**src/sv/asrl_pkg.sv**
```systemverilog
`timescale 1ns / 1ps
`default_nettype none
package asrl_pkg;

  localparam int unsigned DataW = 32;
  localparam int unsigned StepW = 33;
  localparam int unsigned CfgIdxW = 2;

  typedef enum logic [CfgIdxW-1:0] {
    CFG_RISING_RATE  = 2'd0,
    CFG_FALLING_RATE = 2'd1,
    CFG_RANGE_LO     = 2'd2,
    CFG_RANGE_HI     = 2'd3
  } cfg_idx_e;

  typedef enum logic [1:0] {
    ST_OK       = 2'd0,
    ST_NOT_INIT = 2'd1,
    ST_RANGE    = 2'd2
  } status_e;

  localparam logic REQ_UPDATE = 1'b0;
  localparam logic REQ_LOAD   = 1'b1;

  localparam logic [DataW-1:0] RISING_RATE_RST  = 32'h0001_0000;
  localparam logic [DataW-1:0] FALLING_RATE_RST = 32'h0001_0000;
  localparam logic [DataW-1:0] RANGE_LO_RST     = 32'hFFFF_0000;
  localparam logic [DataW-1:0] RANGE_HI_RST     = 32'h0001_0000;

  typedef struct packed {
    logic                    req_type;
    logic signed [DataW-1:0] value;
    logic signed [DataW-1:0] delta_time;
  } in_item_t;

  typedef struct packed {
    logic signed [DataW-1:0] output_value;
    status_e                 status;
  } out_item_t;

  typedef struct packed {
    logic        [DataW-1:0] rising_rate;
    logic        [DataW-1:0] falling_rate;
    logic signed [DataW-1:0] range_lo;
    logic signed [DataW-1:0] range_hi;
  } cfg_t;

  typedef struct packed {
    logic signed [DataW-1:0] held_d;
    logic                    loaded_d;
    status_e                 status;
  } step_res_t;

endpackage
`default_nettype wire

```
**src/sv/asrl_step.sv**
```systemverilog
`timescale 1ns / 1ps
`default_nettype none
module asrl_step import asrl_pkg::*; (
  input  in_item_t                item_i,
  input  logic [StepW-1:0]        step_rise_i,
  input  logic [StepW-1:0]        step_fall_i,
  input  logic signed [DataW-1:0] held_i,
  input  logic                    loaded_i,
  input  cfg_t                    cfg_i,
  output step_res_t               res_o
);

  logic signed [DataW-1:0] val;
  logic signed [DataW-1:0] dt;
  logic signed [DataW-1:0] omin;
  logic signed [DataW-1:0] omax;
  logic signed [DataW-1:0] held;
  logic signed [DataW-1:0] target;
  logic signed [DataW:0]   diff;
  logic        [DataW:0]   mag;
  logic        [StepW-1:0] step;
  logic        [DataW+1:0] moved;
  logic                    cfg_ok;
  logic                    dt_pos;
  logic                    in_range;

  assign val  = item_i.value;
  assign dt   = item_i.delta_time;
  assign omin = cfg_i.range_lo;
  assign omax = cfg_i.range_hi;
  assign held = held_i;

  assign cfg_ok = (cfg_i.rising_rate != '0) && (cfg_i.falling_rate != '0) && (omin < omax);
  assign dt_pos = !dt[DataW-1] && (dt != '0);
  assign in_range = (val >= omin) && (val <= omax);

  always_comb begin
    priority if (val < omin) begin
      target = omin;
    end else if (val > omax) begin
      target = omax;
    end else begin
      target = val;
    end
  end

  assign diff = {target[DataW-1], target} - {held[DataW-1], held};
  assign mag  = diff[DataW] ? (DataW+1)'(-diff) : diff;
  assign step = diff[DataW] ? step_fall_i : step_rise_i;
  assign moved = diff[DataW] ? ({{2{held[DataW-1]}}, held} - {1'b0, step})
                             : ({{2{held[DataW-1]}}, held} + {1'b0, step});

  always_comb begin
    res_o.held_d   = held_i;
    res_o.loaded_d = loaded_i;
    res_o.status   = ST_OK;
    priority if (item_i.req_type == REQ_LOAD) begin
      if (!cfg_ok || !in_range) begin
        res_o.status = ST_RANGE;
      end else begin
        res_o.held_d   = val;
        res_o.loaded_d = 1'b1;
      end
    end else if (!loaded_i) begin
      res_o.status = ST_NOT_INIT;
    end else if (!cfg_ok || !dt_pos) begin
      res_o.status = ST_RANGE;
    end else if (mag <= step) begin
      res_o.held_d = target;
    end else begin
      res_o.held_d = moved[DataW-1:0];
    end
  end

endmodule
`default_nettype wire

```
**config.mk**
```make
export PLATFORM = sky130hd
export DESIGN_NAME = asrl_step
export DESIGN_NICKNAME = d
export VERILOG_FILES = /design/src/sv/asrl_pkg.sv /design/src/sv/asrl_step.sv
export SDC_FILE = /design/constraint.sdc
export NUM_CORES = 1
export LEC_CHECK = 0
export BUFFER_PORTS_ARGS = -buffer_cell sky130_fd_sc_hd__buf_2
export CAP_MARGIN = 0
export CORE_ASPECT_RATIO = 1.4
export CORE_MARGIN = 4
export CORE_UTILIZATION = 49
export DETAILED_ROUTE_END_ITERATION = 16
export PLACE_DENSITY = 0.88
export SYNTH_ARGS = -nofsm -noshare
export SYNTH_HDL_FRONTEND = slang
export SYNTH_SLANG_ARGS = --single-unit
export TNS_END_PERCENT = 30
```
**constraint.sdc**
```tcl
create_clock -name vclk -period 8.5
set_input_delay 0 -clock vclk [all_inputs]
set_output_delay 0 -clock vclk [all_outputs]
set_load 0.02 [all_outputs]
```
==> run_results.csv <==
group,metric,value,unit
logic_synthesis,synth_area_leader_cell,"ha_1",
power_and_ir_drop,p_sw,0.00172,W
logic_synthesis,yosysWarnings,0,
routing,drc,0,
grt,grt_max_degree,41,
cells_and_area,layout.cells.non_filler,2151,
sta,setup_slack,0.0823,ns
run,drv_cap,0,
clock_network,cts_hold_buffers,0,
grt,use_met3,2.81,%
grt,busiest_layer,"met2",
logic_synthesis,synthesis.nets,1913,
routing,first_pass_iters,9,
logic_synthesis,seq_area_frac_synth,0,%
power_and_ir_drop,vdd_drop_max,0.260,mV
setup_path,start_kind,"primary input",
sta,timing.fmax,0.119,GHz
cells_and_area,ff_latch_area,0,um2
cells_and_area,clock_buffers,0,
sta,worst_slew_pin_slew,0.876,ns
power_and_ir_drop,p_comb_share,100.0,%
die,ios,327,
grt,grt_pass1_vias,12600,
sta,setup_viol,0,
cells_and_area,nFlopsAndLatches,0,
power_and_ir_drop,p_int,0.00142,W
setup_path,crit_fanout,16,
cells_and_area,layout_commonest_cell,"buf_2",
logic_synthesis,synthCells,1428,
setup_path,worstPathRequired,8.50,ns
die,initial_core_util,50.0,%
grt,use_met2,62.6,%
placed_design,gp_congestion,1.02,
die,die_h,177,um
routing,drt_iter0_drc,1311,
sta,whs,0.327,ns
setup_path,critPathKind,"in2out",
cells_and_area,finalNetCount,2374,
setup_path,max_stage_delay,0.45,ns
setup_path,crit_start,"cfg_i[9]",
sta,maxSlewHeadroom,41.4,%
grt,antenna_found_initial,12,
die,coreArea,20000,um2
logic_synthesis,yosysTopAreaCellShare,23.9,%
setup_path,crit_arrival,8.42,ns
placed_design,dp_hpwl,37000,um
cells_and_area,final_area,13600,um2
setup_path,cp-end-kind,"primary output",
die,rows,61,
placed_design,post_dp_cell_area,13000,um2
setup_path,critical_path_buf_inv_count,8,
logic_synthesis,syn_area_per_cell,7.00,um2
grt,track_usage,34.7,%
setup_path,cpMaxStageDelayCell,"nor4_2",
setup_path,endpoint,"res_o[19]",
sta,drv_slew,0,
power_and_ir_drop,swShare,54.8,%
cells_and_area,drive_gt1_share,31.6,%
die,die_area,22800,um2
power_and_ir_drop,seqPwrFrac,0,%
power_and_ir_drop,p_per_area,231,nW/um2
placed_design,dp_slack,-0.503,ns
routing,num_vias,13600,
logic_synthesis,synth_area_leaders,"ha_1 (24%), mux2i_1 (7.6%), a21oi_1 (6.4%)",
grt,grtUsageMet1,39.5,%
sta,finalHoldViolations,0,
routing,vias_per_cell,6.30,
power_and_ir_drop,p_leak,7.08,nW
sta,period_needed,8.42,ns
routing,final_antenna_net_count,0,
sta,min_period_over_period,99.0,%
grt,grt_overflow,0,
routing,wire_per_inst,20.8,um
grt,grt_pass1_wl,64000,um
placed_design,io_buffer_count,327,
die,die_w,129,um
logic_synthesis,synth_area,10000,um2
cells_and_area,area_growth,35.9,%
setup_path,cp.depth,43,
min_path,hold_class,"in2out",
power_and_ir_drop,p_clk_share,0,%
run_status,status,"completed",
routing,drt_wl_total,44700,um
logic_synthesis,synth.distinct_cells,76,
cells_and_area,most-common-layout-cells,"buf_2 (325), ha_1 (186), buf_4 (172)",
placed_design,placed_cells,2122,
setup_path,critPathTopFamily,"compound AO/OA/AOI/OAI gates",
[layer usage]
metal,vias up,share of wire [%]
met3,210,8.0
met4,0,7.6
li1,6288,-
met1,6262,35
met2,796,49
met5,-,0
[cells by family after synthesis]
family,Yosys count,synth area share (%)
multiplexers,79,7.95
adder cells (fa/ha/maj),193,24.3
buffers and inverters,174,6.85
AO/OA/AOI/OAI,454,29.6
AND/OR/NAND/NOR,417,21.6
XOR/XNOR,111,9.72
[metrics by stage]
| stage | total power [W] | setup TNS (ns) | util [%] |
|---|---|---|---|
| global route | 0.00340 | -2.84 | 67.9 |
| global placement | 0.00278 | -1.04 | 65.2 |
| floorplan | 0.00189 | 0 | - |
| finish | 0.00314 | 0 | 67.9 |
| CTS | 0.00292 | -0.0315 | 66.0 |
| detailed placement | 0.00287 | -4.89 | 65.2 |
[power groups by stage]
stage	Clock (W)	Sequential, W	Combinational, W
floorplan	0	0	0.00189
global placement	0	0	0.00278
detailed placement	0	0	0.00287
CTS	0	0	0.00292
global route	0.000000000189	0	0.00340
finish	0.000000000190	0	0.00314
[worst min-delay path: stages]
cell	delay, ns
buf_2	0.12
nor2_1	0.05
buf_2	0.15
[synthesized netlist by cell type, drive strengths merged (4+ instances only)]
cell / instances
o31ai: 8
nor2: 91
or2: 5
o41ai: 4
a222oi: 11
ha: 191
a221oi: 15
or4: 5
or3: 11
a21boi: 4
nor4: 42
o21a: 20
nand2b: 15
a21o: 62
xor2: 49
clkbuf: 24
nand2: 101
o22ai: 13
xnor2: 62
and3: 10
and2: 7
and4: 7
a21oi: 128
inv: 127
nor2b: 19
a211oi: 13
mux2i: 76
o21ai: 95
a211o: 4
a22o: 7
buf: 23
o211ai: 12
a31oi: 14
nor3: 29
o21bai: 11
nand4: 36
nand3: 29
[cell type report]
type	count	area, um2
Tap cell	252	315
Antenna cell	12	30.0
Inverter	127	477
Fill cell	1718	6410
Timing Repair Buffer	506	3080
Multi-Input combinational cell	1254	9690
[repair_timing]
item	in CTS	in global routing
resized for setup	28	76
cloned	1	0
buffers inserted	4	12
setup endpoints to repair	28	32
pin swaps	6	51
[worst min path at each step]
stage	start	endpoint	slack, ns	cells after the start
final	loaded_i	res_o[0]	0.33	3
after CTS	loaded_i	res_o[0]	0.32	3
after global placement	loaded_i	res_o[0]	0.32	3
after detailed placement	loaded_i	res_o[0]	0.32	3
after global routing	loaded_i	res_o[0]	0.35	3
after floorplan	loaded_i	res_o[0]	0.08	1
Note: power is estimated with default switching activity, not from simulation.
